**src/rtl/core/lfsq_pkg.sv**
```systemverilog
// Shared types and constants for the largest free square finder.
`timescale 1ns / 1ps

package lfsq_pkg;

  localparam int CHAR_W    = 8;
  localparam int DIM_W     = 11;
  localparam int SIZE_W    = 11;
  localparam int POS_W     = 10;
  localparam int CFG_IDX_W = 2;

  localparam int DEF_MAX_WIDTH  = 1024;
  localparam int DEF_MAX_HEIGHT = 1024;

  localparam logic [DIM_W-1:0]  RST_ROW_WIDTH = DIM_W'(1024);
  localparam logic [DIM_W-1:0]  RST_ROW_COUNT = DIM_W'(1024);
  localparam logic [CHAR_W-1:0] RST_OBSTACLE  = CHAR_W'(111);
  localparam logic [SIZE_W-1:0] SIZE_SAT      = '1;

  typedef enum logic [CFG_IDX_W-1:0] {
    REG_ROW_WIDTH = 2'd0,
    REG_ROW_COUNT = 2'd1,
    REG_OBSTACLE  = 2'd2
  } cfg_reg_t;

  // Per-cell control handed from the scan front end to the size stage
  typedef struct packed {
    logic is_free;
    logic border;    // first row or first column
    logic row_end;
    logic grid_end;
  } cell_ctl_t;

endpackage

```
**src/rtl/core/lfsq_scan_ctrl.sv**
```systemverilog
// Raster position counters, cell classification and the size-stage input register.
`timescale 1ns / 1ps

module lfsq_scan_ctrl
  import lfsq_pkg::*;
#(
  parameter int MAX_WIDTH  = DEF_MAX_WIDTH,
  parameter int MAX_HEIGHT = DEF_MAX_HEIGHT,
  parameter int COL_W      = $clog2(MAX_WIDTH),
  parameter int ROW_W      = (MAX_HEIGHT > 1) ? $clog2(MAX_HEIGHT) : 1
) (
  input  logic              clk,
  input  logic              rst,
  input  logic [DIM_W-1:0]  row_width,
  input  logic [DIM_W-1:0]  row_count,
  input  logic [CHAR_W-1:0] obstacle_char,
  input  logic              accept,
  input  logic [CHAR_W-1:0] cell_char,
  input  logic              retire,
  output logic [COL_W-1:0]  col_count,
  output logic              s2_valid,
  output cell_ctl_t         s2_ctl,
  output logic [COL_W-1:0]  s2_col,
  output logic [ROW_W-1:0]  s2_row
);

  localparam int CW_W = (COL_W + 1 > DIM_W) ? COL_W + 1 : DIM_W;
  localparam int RW_W = (ROW_W + 1 > DIM_W) ? ROW_W + 1 : DIM_W;

  logic [ROW_W-1:0] row_index;
  logic [CW_W-1:0]  width_raw, width_eff, col_p1;
  logic [RW_W-1:0]  count_raw, count_eff, row_p1;
  logic             row_end, grid_end;

  // Zero counts as one, anything above MAX_WIDTH / MAX_HEIGHT saturates
  always_comb begin
    width_raw = CW_W'(row_width);
    count_raw = RW_W'(row_count);
    if (width_raw == '0) begin
      width_eff = CW_W'(1);
    end else if (width_raw > CW_W'(MAX_WIDTH)) begin
      width_eff = CW_W'(MAX_WIDTH);
    end else begin
      width_eff = width_raw;
    end
    if (count_raw == '0) begin
      count_eff = RW_W'(1);
    end else if (count_raw > RW_W'(MAX_HEIGHT)) begin
      count_eff = RW_W'(MAX_HEIGHT);
    end else begin
      count_eff = count_raw;
    end
    col_p1   = CW_W'(col_count) + CW_W'(1);
    row_p1   = RW_W'(row_index) + RW_W'(1);
    row_end  = (col_p1 >= width_eff);
    grid_end = row_end && (row_p1 >= count_eff);
  end

  always_ff @(posedge clk) begin
    if (rst) begin
      col_count <= '0;
      row_index <= '0;
      s2_valid  <= 1'b0;
    end else begin
      if (accept) begin
        if (!row_end) begin
          col_count <= COL_W'(col_p1);
        end else begin
          col_count <= '0;
          row_index <= grid_end ? '0 : ROW_W'(row_p1);
        end
        s2_valid <= 1'b1;
      end else if (retire) begin
        s2_valid <= 1'b0;
      end
    end
  end

  always_ff @(posedge clk) begin
    if (accept) begin
      s2_ctl.is_free  <= (cell_char != obstacle_char);
      s2_ctl.border   <= (row_index == '0) || (col_count == '0);
      s2_ctl.row_end  <= row_end;
      s2_ctl.grid_end <= grid_end;
      s2_col          <= col_count;
      s2_row          <= row_index;
    end
  end

endmodule

```
**config.mk**
```make
export PLATFORM = sky130hd
export DESIGN_NAME = lfsq_scan_ctrl
export DESIGN_NICKNAME = d
export VERILOG_FILES = /design/src/rtl/core/lfsq_pkg.sv /design/src/rtl/core/lfsq_scan_ctrl.sv
export SDC_FILE = /design/constraint.sdc
export NUM_CORES = 1
export LEC_CHECK = 0
export BUFFER_PORTS_ARGS = -buffer_cell sky130_fd_sc_hd__buf_2
export CAP_MARGIN = 40
export CORE_MARGIN = 8
export CORE_UTILIZATION = 30
export DETAILED_ROUTE_END_ITERATION = 6
export HOLD_SLACK_MARGIN = 0.1
export MAX_ROUTING_LAYER = met4
export PLACE_DENSITY_LB_ADDON = 0.15
export SLEW_MARGIN = 5
export SYNTH_ARGS = -nofsm -noshare
export SYNTH_HDL_FRONTEND = slang
export SYNTH_SLANG_ARGS = --single-unit
```
**constraint.sdc**
```tcl
create_clock -name clk -period 2.3 [get_ports clk]
set_input_delay 0.23 -clock clk [delete_from_list [all_inputs] [get_ports clk]]
set_output_delay 0.23 -clock clk [all_outputs]
set_load 0.005 [all_outputs]
```
==> metrics <==
crit-path max FO 5; peak clock frequency supported by timing 0.405 GHz; via count of the first global-routing pass 2636; clock tree buffer depth 2; Worst IR Drop VDD 220 uV; Hold Violations, Final 0; clock skew 0.00922 ns; sum of negative setup slack -2.00 ns; sequential fraction of the synthesis area 42.0%; number of buffer cells added on primary ports 76; most common cell in the netlist sky130_fd_sc_hd__nand2_1; vertical die dimension 111 um; number of antenna violations at the first check in global routing 0; dominant cell type by area after synthesis sky130_fd_sc_hd__edfxtp_1; die area 0.0123 mm^2; path class of the lowest-slack min-delay path in -> reg; Top-Level Pins 77; largest net degree at the start of global routing 34; shortest clock period the worst path allows after layout 2.47 ns; Setup crit end kind flip-flop; number of nets in the layout 487; total grt overflow 0; detailed placement HPWL 5740 um; number of levels the H-tree was split into 2; pwr/cell area 435 mW/mm^2; setup repair after global routing missed its margin true; Worst Setup Slack, final -0.170 ns; # setup viols final 22; DRC 0; clock tree from TritonCTS done; total track usage 12.6%; layout overhead on the synthesized area 50.2%; drt initial violations 94; leakage 1.81 nW; buffer cell driving the clock tree root sky130_fd_sc_hd__clkbuf_8; RD Place Congestion 0.836; top cells by count, synth sky130_fd_sc_hd__nand2_1 (48), sky130_fd_sc_hd__ha_1 (26), sky130_fd_sc_hd__edfxtp_1 (24); worst hold margin 0.193 ns; Slew headroom 60.3%; effective utilization at floorplan 31.0%; number of enable-type register cells in the synthesized netlist 24; proportion of netlist area held by the largest area contributor 26.6%; share of the clock period used by the worst path after layout 107%; via count 2494; final number of max-transition violations 0; Max-Cap Viols 0; Async S/R FF share, synth 0%; clock latency on the worst-skew pair 0.30 ns; width of the die 111 um; count of distinct cell types in the synthesized netlist 49; core region area 0.00876 mm^2; Worst Path Required 2.50 ns; clock-pin slew reported for the worst setup and hold paths after clock tree synthesis 0.10 ns; Worst Setup Start Kind flip-flop; number of hold buffers added after cts 0; cell types occupying the most area after synthesis sky130_fd_sc_hd__edfxtp_1 (27%), sky130_fd_sc_hd__dfxtp_1 (15%), sky130_fd_sc_hd__ha_1 (12%); wire per inst 14.6 um; count of nets left with antenna violations after detail routing 0; clk sink count 45; number of optimization iterations in the first detailed-route pass 6; clock buffer count from CTS 5; vias per cell 4.72; average cell area after synthesis 9.56 um^2; wire length of the first global-routing pass 12700 um; actual slew at the worst max-slew pin 0.595 ns; synthesized flop and latch total 45; placement row count 34; status complete, but fails checks; count of antenna diodes in the layout 0; detailed-route wire length 7710 um; violations in the final reports setup timing; layout cells sized above 1 49.3%; number of fillers in the final layout 898; category of the critical setup timing path reg -> reg; post-synthesis instance total 284; pre-CTS setup slack -0.294 ns; Crit path arrival time 2.67 ns; prevailing post-synth register cell sky130_fd_sc_hd__edfxtp_1; Syn. warnings 0; area of the mapped netlist 0.00271 mm^2; net count of the mapped netlist 352
-- layout by cell type (no fill, tap or decap), types with 5 or more instances in the layout --
| cell type | count |
|---|---|
| sky130_fd_sc_hd__dfxtp_2 | 8 |
| sky130_fd_sc_hd__nand3_2 | 6 |
| sky130_fd_sc_hd__xor2_1 | 13 |
| sky130_fd_sc_hd__nand3_1 | 12 |
| sky130_fd_sc_hd__ha_1 | 22 |
| sky130_fd_sc_hd__nand2_1 | 46 |
| sky130_fd_sc_hd__a21oi_1 | 13 |
| sky130_fd_sc_hd__inv_1 | 11 |
| sky130_fd_sc_hd__buf_2 | 76 |
| sky130_fd_sc_hd__nand2b_1 | 5 |
| sky130_fd_sc_hd__xnor2_1 | 5 |
| sky130_fd_sc_hd__buf_4 | 60 |
| sky130_fd_sc_hd__dfxtp_1 | 10 |
| sky130_fd_sc_hd__clkbuf_8 | 6 |
| sky130_fd_sc_hd__edfxtp_1 | 24 |
| sky130_fd_sc_hd__and3_4 | 5 |
| sky130_fd_sc_hd__nand4_1 | 5 |
| sky130_fd_sc_hd__nor2_1 | 9 |
| sky130_fd_sc_hd__nor4_1 | 8 |
-- area by class of cell --
type,count,area (um^2),share of cell area [%]
Multi-Input combinational cell,214,1720,42.1
Clock buffer,6,82.6,2.03
Clock inverter,2,37.5,0.921
Sequential cell,45,1160,28.5
Inverter,13,48.8,1.20
Timing Repair Buffer,140,893,21.9
Tap cell,108,135,3.31
-- cell families after synthesis --
family	after synthesis	synth area share, %
multiplexers	1	0.369
XOR/XNOR	19	6.13
AO/OA/AOI/OAI	48	13.0
adder cells (fa/ha/maj)	26	12.0
flip-flops	45	42.0
AND/OR/NAND/NOR	120	22.5
buffers and inverters	25	3.96
-- routing by layer --
layer / wire length [um] / global-route usage [%] / vias up
met3: 393 / 2.81 / 4
li1: - / - / 1299
met1: 3900 / 16.9 / 1126
met4: 68 / 3.73 / 0
met5: 0 / - / -
met2: 3360 / 18.5 / 65
-- path summary, 6_finish.rpt --
check             slack (ns)  cells after the start           end    startpoint
setup / recovery       -0.17                     12  row_index[4]  row_index[0]
hold / removal          0.19                      3      s2_valid        retire
setup reg to reg       -0.17                     12  row_index[4]  row_index[0]
hold reg to reg         0.50                      2      s2_valid      s2_valid
-- registers in the layout (all words and copies together), names as in the netlist --
name,count
col_count,10
row_index,10
s2_col,10
s2_ctl,4
s2_row,10
s2_valid,1
-- worst max-delay path, cell delays in order, from the launching register on --
cell and delay [ns]:
sky130_fd_sc_hd__dfxtp_4 0.38, sky130_fd_sc_hd__and3_4 0.21, sky130_fd_sc_hd__nand3_2 0.07, sky130_fd_sc_hd__nor3_2 0.13, sky130_fd_sc_hd__xor2_1 0.27, sky130_fd_sc_hd__ha_1 0.20, sky130_fd_sc_hd__and3_4 0.19, sky130_fd_sc_hd__o2111ai_2 0.13
sky130_fd_sc_hd__o21ai_2 0.26, sky130_fd_sc_hd__nor3_4 0.08, sky130_fd_sc_hd__buf_6 0.18, sky130_fd_sc_hd__o2bb2ai_4 0.14, sky130_fd_sc_hd__o2bb2ai_2 0.13
-- repair_timing --
action | 4_1_cts | 5_1_grt
gates resized for setup | 20 | 11
setup endpoints to repair | 22 | 22
gates cloned | 1 | 0
pin swaps | 20 | 10
setup buffers | 5 | 4
endpoints found under the hold margin | 0 | 0
-- where the power goes --
part / switching (mW) / total, mW / internal (mW) / leakage (nW)
clock: 0.293 / 0.647 / 0.354 / 0.0574
combinational: 0.133 / 0.257 / 0.125 / 1.33
sequential: 0.00600 / 0.867 / 0.861 / 0.422
total: 0.432 / 1.77 / 1.34 / 1.81
-- metrics by stage --
step	util, %	instances	power (mW)	cell area, um^2
floorplan	-	284	1.00	2860
global placement	42.5	510	1.12	3720
detailed placement	42.5	510	1.12	3720
CTS	45.3	524	1.78	3970
global route	46.5	528	1.85	4080
finish	46.5	528	1.77	4080
No activity file was read; power rests on OpenSTA's default activity.
