<file path="src/rtl/core/lfsq_pkg.sv">
// Shared types and constants for the largest free square finder.
`timescale 1ns / 1ps

package lfsq_pkg;

  localparam int CHAR_W    = 8;
  localparam int DIM_W     = 11;
  localparam int SIZE_W    = 11;
  localparam int POS_W     = 10;
  localparam int CFG_IDX_W = 2;

  localparam int DEF_MAX_WIDTH  = 1024;
  localparam int DEF_MAX_HEIGHT = 1024;

  localparam logic [DIM_W-1:0]  RST_ROW_WIDTH = DIM_W'(1024);
  localparam logic [DIM_W-1:0]  RST_ROW_COUNT = DIM_W'(1024);
  localparam logic [CHAR_W-1:0] RST_OBSTACLE  = CHAR_W'(111);
  localparam logic [SIZE_W-1:0] SIZE_SAT      = '1;

  typedef enum logic [CFG_IDX_W-1:0] {
    REG_ROW_WIDTH = 2'd0,
    REG_ROW_COUNT = 2'd1,
    REG_OBSTACLE  = 2'd2
  } cfg_reg_t;

  // Per-cell control handed from the scan front end to the size stage
  typedef struct packed {
    logic is_free;
    logic border;    // first row or first column
    logic row_end;
    logic grid_end;
  } cell_ctl_t;

endpackage

</file>
<file path="src/rtl/core/lfsq_best_track.sv">
// Square size update, best-square tracking and the result register.
`timescale 1ns / 1ps

module lfsq_best_track
  import lfsq_pkg::*;
#(
  parameter int MAX_WIDTH  = DEF_MAX_WIDTH,
  parameter int MAX_HEIGHT = DEF_MAX_HEIGHT,
  parameter int COL_W      = $clog2(MAX_WIDTH),
  parameter int ROW_W      = (MAX_HEIGHT > 1) ? $clog2(MAX_HEIGHT) : 1
) (
  input  logic              clk,
  input  logic              rst,
  input  logic              s2_valid,
  input  cell_ctl_t         s2_ctl,
  input  logic [COL_W-1:0]  s2_col,
  input  logic [ROW_W-1:0]  s2_row,
  input  logic [SIZE_W-1:0] up_size,
  output logic              retire,
  output logic [SIZE_W-1:0] size,
  output logic              result_valid,
  input  logic              result_stall,
  output logic              found,
  output logic [SIZE_W-1:0] best_size,
  output logic [POS_W-1:0]  best_col,
  output logic [POS_W-1:0]  best_row
);

  logic [SIZE_W-1:0] left_size, diag_size, min_size;
  logic [SIZE_W-1:0] top_size, top_size_next;
  logic [COL_W-1:0]  top_col, top_col_next;
  logic [ROW_W-1:0]  top_row, top_row_next;

  // Hold the stage only when a finished grid meets a result still waiting
  assign retire = s2_valid && !(s2_ctl.grid_end && result_valid && result_stall);

  always_comb begin
    min_size = (up_size < diag_size) ? up_size : diag_size;
    min_size = (min_size < left_size) ? min_size : left_size;
    if (!s2_ctl.is_free) begin
      size = '0;
    end else if (s2_ctl.border) begin
      size = SIZE_W'(1);
    end else if (min_size == SIZE_SAT) begin
      size = SIZE_SAT;
    end else begin
      size = min_size + SIZE_W'(1);
    end
    top_size_next = top_size;
    top_col_next  = top_col;
    top_row_next  = top_row;
    // Strictly larger only: earliest cell keeps a tie
    if (size > top_size) begin
      top_size_next = size;
      top_col_next  = s2_col;
      top_row_next  = s2_row;
    end
  end

  always_ff @(posedge clk) begin
    if (rst) begin
      left_size    <= '0;
      diag_size    <= '0;
      top_size     <= '0;
      top_col      <= '0;
      top_row      <= '0;
      result_valid <= 1'b0;
    end else begin
      if (retire) begin
        if (s2_ctl.row_end) begin
          left_size <= '0;
          diag_size <= '0;
        end else begin
          left_size <= size;
          diag_size <= up_size;
        end
        if (s2_ctl.grid_end) begin
          top_size <= '0;
          top_col  <= '0;
          top_row  <= '0;
        end else begin
          top_size <= top_size_next;
          top_col  <= top_col_next;
          top_row  <= top_row_next;
        end
      end
      if (retire && s2_ctl.grid_end) begin
        result_valid <= 1'b1;
      end else if (!result_stall) begin
        result_valid <= 1'b0;
      end
    end
  end

  always_ff @(posedge clk) begin
    if (retire && s2_ctl.grid_end) begin
      found     <= (top_size_next != '0);
      best_size <= top_size_next;
      best_col  <= POS_W'(top_col_next);
      best_row  <= POS_W'(top_row_next);
    end
  end

endmodule

</file>
<file path="config.mk">
export PLATFORM = sky130hd
export DESIGN_NAME = lfsq_best_track
export DESIGN_NICKNAME = d
export VERILOG_FILES = /design/src/rtl/core/lfsq_pkg.sv /design/src/rtl/core/lfsq_best_track.sv
export SDC_FILE = /design/constraint.sdc
export NUM_CORES = 1
export LEC_CHECK = 0
export BUFFER_PORTS_ARGS = -buffer_cell sky130_fd_sc_hd__buf_2
export CORE_ASPECT_RATIO = 1.5
export CORE_UTILIZATION = 51
export DETAILED_ROUTE_END_ITERATION = 7
export GPL_TIMING_DRIVEN = 0
export MAX_ROUTING_LAYER = met4
export PLACE_DENSITY = 0.77
export SETUP_SLACK_MARGIN = 0.02
export SYNTH_ARGS = -nofsm -noshare
export SYNTH_HDL_FRONTEND = slang
export SYNTH_SLANG_ARGS = --single-unit
</file>
<file path="constraint.sdc">
create_clock -name clk -period 16.11 [get_ports clk]
set_clock_uncertainty 0.2 [all_clocks]
set_input_delay 0.8055 -clock clk [delete_from_list [all_inputs] [get_ports clk]]
set_output_delay 0.8055 -clock clk [all_outputs]
set_load 0.01 [all_outputs]
</file>
==> results of run 1 <==
==> synth_stat cells (all sizes together) (2+ instances only) <==
cell    count  area share [%]
a21oi      29             2.9
a221oi      5             1.0
o211a       3            0.61
xor2        2            0.35
a211oi      5            0.76
nor3       14             1.5
nor2       46             3.5
ha         31             7.8
a31oi       4            0.51
nor4        4            0.51
o21a        5            0.91
nand2b      3            0.38
mux2i       3            0.61
a211o       3            0.53
dfxtp      54              22
o21ai      28             2.8
buf        13             1.5
a22o       30             5.3
and4b       2            0.40
and3        5            0.63
a22oi      13             2.0
clkbuf     12            0.91
or3         3            0.38
inv        39             3.0
o211ai      3            0.46
xnor2      12             2.1
nand3      24             2.4
nor2b       3            0.38
nand2      39             3.1
mux2       23             5.3
edfxtp     32              19
a21o        3            0.46
nor3b      11             1.7
nand4       9             1.1
==> worst paths after layout <==
kind / from / endpoint / slack [ns] / cells past startpoint
max reg2reg: diag_size[2] / top_size[1] / 5.97 / 37
min reg2reg: top_row[9] / top_row[9] / 0.28 / 1
min: top_row[9] / top_row[9] / 0.28 / 1
max: up_size[9] / top_size[1] / 5.90 / 37
==> metrics by stage <==
step	utilization (%)	total power (W)	worst slack [ns]	area, µm²
2_1_floorplan	-	0.000434	7.48	4950
3_3_place_gp	59.1	0.000493	5.85	5500
3_5_place_dp	59.1	0.000500	5.64	5500
4_1_cts	62.4	0.000713	5.97	5810
5_1_grt	62.4	0.000747	5.24	5810
6_report	62.4	0.000712	5.90	5810
==> routing by layer <==
metal  vias to the layer above  routed length [µm]  track usage [%]
li1                       2148                   -                -
met1                      2053                5010             28.4
met2                       178                6960             49.9
met3                        47                 688             4.98
met4                         0                 580             15.0
met5                         -                   0                -
==> sequential cells by signal, summed over array words and instances (netlist names), 10 cells and up <==
register,flops
best_size,11
diag_size,11
left_size,11
top_size,11
best_col,10
best_row,10
top_col,10
top_row,10
==> power by group through the flow <==
| stage | sequential [W] | combinational [W] | clock (W) |
|---|---|---|---|
| detailed placement | 0.000271 | 0.000229 | 0 |
| floorplan | 0.000278 | 0.000156 | 0 |
| global route | 0.000268 | 0.000254 | 0.000225 |
| global placement | 0.000270 | 0.000223 | 0 |
| finish | 0.000266 | 0.000232 | 0.000214 |
| CTS | 0.000266 | 0.000231 | 0.000216 |
==> area by class of cell <==
class                      instances  share of cell area, %
timing repair buffer              82                   7.06
buffer                            25                   2.05
tap                              112                   2.41
clock inverter                     7                   1.38
sequential                        86                   35.1
clock buffer                       9                   3.88
inverter                          39                   2.52
multi-input combinational        381                   45.6
==> kinds of logic after synthesis <==
logic type      Yosys count  share of synthesized area, %
flops                    86                          41.3
fa+ha+maj                31                          7.84
simple gates            168                          16.9
xor+xnor                 14                          2.48
buf+inv                  64                          5.36
compound gates          142                          20.2
mux                      26                          5.92
==> impl_metrics.ini, run 1 <==
[final_layout]
nNetsFinal = 694
diodes = 0
drive_gt1_share_pct = 22.1
multi_input_area_um2 = 2650
most-common-layout-cells = 90 x buf_2, 54 x dfxtp_1, 45 x nor2_1, 39 x inv_1, 38 x nand2_1
final_common_cell = buf_2
regArea_um2 = 2040
nFillCells = 807
area_delta_synth_final_pct = 17.5
final_cells = 741

[setup_path]
setup.worst_path.class = in -> reg
cp.required_ns = 16.19
crit_path_max_incr_delay_ns = 0.94
cp_top_family = compound AO/OA/AOI/OAI gates
cp_slowest_cell = a221oi_1
cp-start-kind = input port
arrival_ns = 10.29
crit_buf_inv = 7
critPathMaxFanout = 10
endpoint_kind = register

[detailed_routing]
viasPerCell = 5.97
totalWireLength_mm = 13.2
dr.pass1.iters = 5
drc = 0
drt-initial-drc-count = 281
wire_per_inst_um = 17.9
via_count = 4426
ant_nets = 0

[power]
leakagePower_nw = 2.34
seq_power_share_pct = 37.4
max-vdd-ir-drop_uv = 91.9
power.share.combinational_pct = 32.6
power.switching_w = 0.000233
p_int_w = 0.000479
clockPowerShare_pct = 30.1
sw_frac_of_total_pct = 32.7
power_density_nw_per_um2 = 122

[grt]
grt_pass1_vias = 4335
grt_pass1_wl_mm = 20.6
overflow = 0
antenna_found_initial = 0
grt_max_degree = 35
grt_use_total_pct = 28.1

[yosys]
ys_warn_count = 0
seq_area_frac_synth_pct = 41.3
syn_area_per_cell_um2 = 9.31
synth-seq-cells = 86
ys.flop_type = dfxtp_1
synth_edf_count = 32
syn_inst = 531
synth_area_um2 = 4950
synth_cell_types = 58
async_flop_share_pct = 0
syn_nets = 601

[timing]
rsz0062_at_grt = no
setup_violations = 0
worstMarginPinSlew_ns = 1.08
min_period_over_period_pct = 63.4
finalSetupTns_ns = 0
finalHoldViolCount = 0
layout_min_cycle_time_ns = 10.21
drv_slew = 0
max_clock_freq_mhz = 98.0
timing.hold.ws_ns = 0.276
slew_headroom_pct = 28.2

[place]
place_inst = 725
port_buffers = 82
place_hpwl_mm = 10.0
gp_congestion = 0.909

[clock_tree]
cts_tree = yes
cts_hold_buffers = 0
clkSinkCount = 86
cts_buffers = 9
ctsRootBufferMaster = clkbuf_16
cts_resized = 0
clk_latency_ns = 0.35
clk_path_buf_depth = 2
htree_levels = 3
postCtsSetupBuffers = 0
path_clk_slew_ns = 0.06

[job]
drv_cap = 0

[hold_path]
hold_path_class = reg -> reg

[die]
die_area_um2 = 10100
die_w_um = 82.4
coreArea_um2 = 9310
row_count = 43
start_util_pct = 53.1
ios = 84
die_y_um = 123

[outcome]
status = complete, no violations
(Power assumes the default switching activity.)
==> run 2, diff against run 1 <==
- ABC_AREA: default -> 1
- PLACE_DENSITY: 0.77 -> 0.78
- clock period: 16.11 -> 9.6 ns (I/O delays scaled with it)
==> run 2 against run 1 <==
- sequential share of layout area grew 0.96 points
- cell area shrank 2.7%
- clock-buffer cell count grew 4
- non-clock buffer count grew 7
- die area shrank 2.3%
- register-to-register slack lost 2.8 ns
- synthesized cell count grew 23%
- routed wire length shrank 17%
- worst hold slack lost 0.057 ns
- power grew 140%
- worst setup slack lost 2.7 ns
- critical path type is now reg -> reg
- largest cell class unchanged
- highest routed layer unchanged
==> impl_metrics.ini, run 2 <==
[die]
die_w_um = 81.5
die_y_um = 121
row_count = 43
coreArea_um2 = 9200
start_util_pct = 52.5
ios = 84
die_area_um2 = 9880

[timing]
drv_slew = 0
rsz0062_at_grt = no
timing.hold.ws_ns = 0.218
slew_headroom_pct = 14.5
finalHoldViolCount = 0
worstMarginPinSlew_ns = 1.28
max_clock_freq_mhz = 155
fin_ws_ns = 3.16
min_period_over_period_pct = 67.1
setup_violations = 0
layout_min_cycle_time_ns = 6.44
finalSetupTns_ns = 0

[clock_tree]
cts_resized = 0
clk_path_buf_depth = 2
cts_buffers = 9
clkSinkCount = 86
cts_hold_buffers = 0
path_clk_slew_ns = 0.06
clk_latency_ns = 0.34
htree_levels = 3
cts_tree = yes
postCtsSetupBuffers = 0
ctsRootBufferMaster = clkbuf_16

[setup_path]
arrival_ns = 6.32
crit_path_max_incr_delay_ns = 0.34
cp_slowest_cell = dfxtp_1
cpMostUsedCell = nand2_1
critPathMaxFanout = 10
endpoint_kind = register
setup.worst_path.class = reg -> reg
cp-start-kind = register
cp.required_ns = 9.48

[yosys]
seq_area_frac_synth_pct = 42.3
ys.flop_type = dfxtp_1
ys_warn_count = 0
synth_edf_count = 32
syn_nets = 724
synth-seq-cells = 86
yosysTopAreaCell = dfxtp_1
synth_cell_types = 36
synth.most_common_cell = nand2_1
async_flop_share_pct = 0
syn_area_per_cell_um2 = 7.39
synth_common_cells = 237 x nand2_1, 74 x a21oi_1, 61 x inv_1, 54 x dfxtp_1, 48 x nand3_1
synth_area_um2 = 4830
synth_area_leaders = dfxtp_1 22%, edfxtp_1 20%, nand2_1 18%
syn_inst = 654
synth.top_cell.area_share_pct = 22.4

[grt]
antenna_found_initial = 0
grt_pass1_wl_mm = 18.6
met2_usage_pct = 43.7
grt_max_degree = 34
grt_pass1_vias = 4368
gr-usage-met3_pct = 4.74
overflow = 0
grt.busiest_layer = met2
grt_use_total_pct = 25.3
grt_util_met1_pct = 25.4

[final_layout]
nFillCells = 841
final_cells = 864
area_delta_synth_final_pct = 17.0
nNetsFinal = 817
final_common_cell = nand2_1
drive_gt1_share_pct = 18.8
diodes = 0
most-common-layout-cells = 237 x nand2_1, 87 x buf_2, 74 x a21oi_1, 61 x inv_1, 54 x dfxtp_1

[detailed_routing]
drc = 0
wire_per_inst_um = 12.8
viasPerCell = 5.20
via_count = 4496
drt-initial-drc-count = 223
dr.pass1.iters = 5
ant_nets = 0
totalWireLength_mm = 11.0

[place]
gp_congestion = 0.886
place_inst = 848
place_hpwl_mm = 8.74
port_buffers = 82
dp_slack_ns = 2.99

[power]
max-vdd-ir-drop_uv = 192
power_density_nw_per_um2 = 303
total_power_w = 0.00171
leakagePower_nw = 2.60

[job]
drv_cap = 0

[outcome]
status = complete, no violations

[hold_path]
hold_path_class = in -> reg
## run 2: cell count changes in the layout (fill, tap and decap cells not counted), moves of 11 or more
cell	previous run	this run
xnor2_1	12	1
nor3_1	13	2
a22oi_1	13	0
nor2_1	45	26
a22o_1	30	0
o21ai_0	25	6
nand2_1	38	237
inv_1	39	61
a21oi_1	29	74
mux2_2	22	0
nand3_1	24	48
## run 2: path summary, 6_finish.rpt
path | from | end | slack, ns | cells after the start
worst max-delay path | diag_size[10] | found | 3.16 | 37
worst min-delay path | up_size[0] | diag_size[0] | 0.22 | 3
worst max register to register | diag_size[10] | found | 3.16 | 37
worst min register to register | diag_size[2] | diag_size[2] | 0.26 | 2
## run 2: routing by layer
metal / wire length, µm / vias to the layer above
met5: 0 / -
met4: 552 / 0
met3: 457 / 49
met2: 5790 / 129
met1: 4250 / 2028
li1: - / 2290
## run 2: cell type report
class | instances | area (µm²) | share of cell area, %
flip-flops and latches | 86 | 2040 | 36.1
multi-input cells | 467 | 2360 | 41.7
inverters | 69 | 259 | 4.58
clock inverters | 3 | 21.3 | 0.376
well taps | 112 | 140 | 2.48
plain buffers | 32 | 171 | 3.03
clock buffers | 13 | 250 | 4.43
repair buffers | 82 | 410 | 7.26
## run 2: per-stage QoR
step	util (%)	cell area, µm²
2_1_floorplan	-	4830
4_1_cts	61.5	5650
5_1_grt	61.5	5650
3_3_place_gp	58.5	5380
6_report	61.5	5650
3_5_place_dp	58.5	5380
## run 2: cells by family after synthesis
| kind of cell | count (synthesis) | share of synthesized area [%] |
|---|---|---|
| adders and majority gates | 31 | 8.03 |
| xor gates and xnor gates | 3 | 0.544 |
| and+or+nand+nor | 343 | 30.3 |
| buffers and inverters | 101 | 8.91 |
| DFF | 86 | 42.3 |
| AOI/OAI and AO/OA | 90 | 9.94 |
## run 2: worst max-delay path, delay by kind of cell (launching register included)
kind	cells	cell delay, ns
adder cells (fa/ha/maj)	4	1.05
AO/OA/AOI/OAI	5	0.99
flip-flops	1	0.34
AND/OR/NAND/NOR	22	2.81
buffers and inverters	6	0.79
## run 2: report_power, final
group / internal, W / leakage [nW] / total [W] / switching (W)
combinational: 0.000306 / 1.73 / 0.000862 / 0.000556
clock: 0.000183 / 0.130 / 0.000320 / 0.000137
sequential: 0.000505 / 0.743 / 0.000531 / 0.0000265
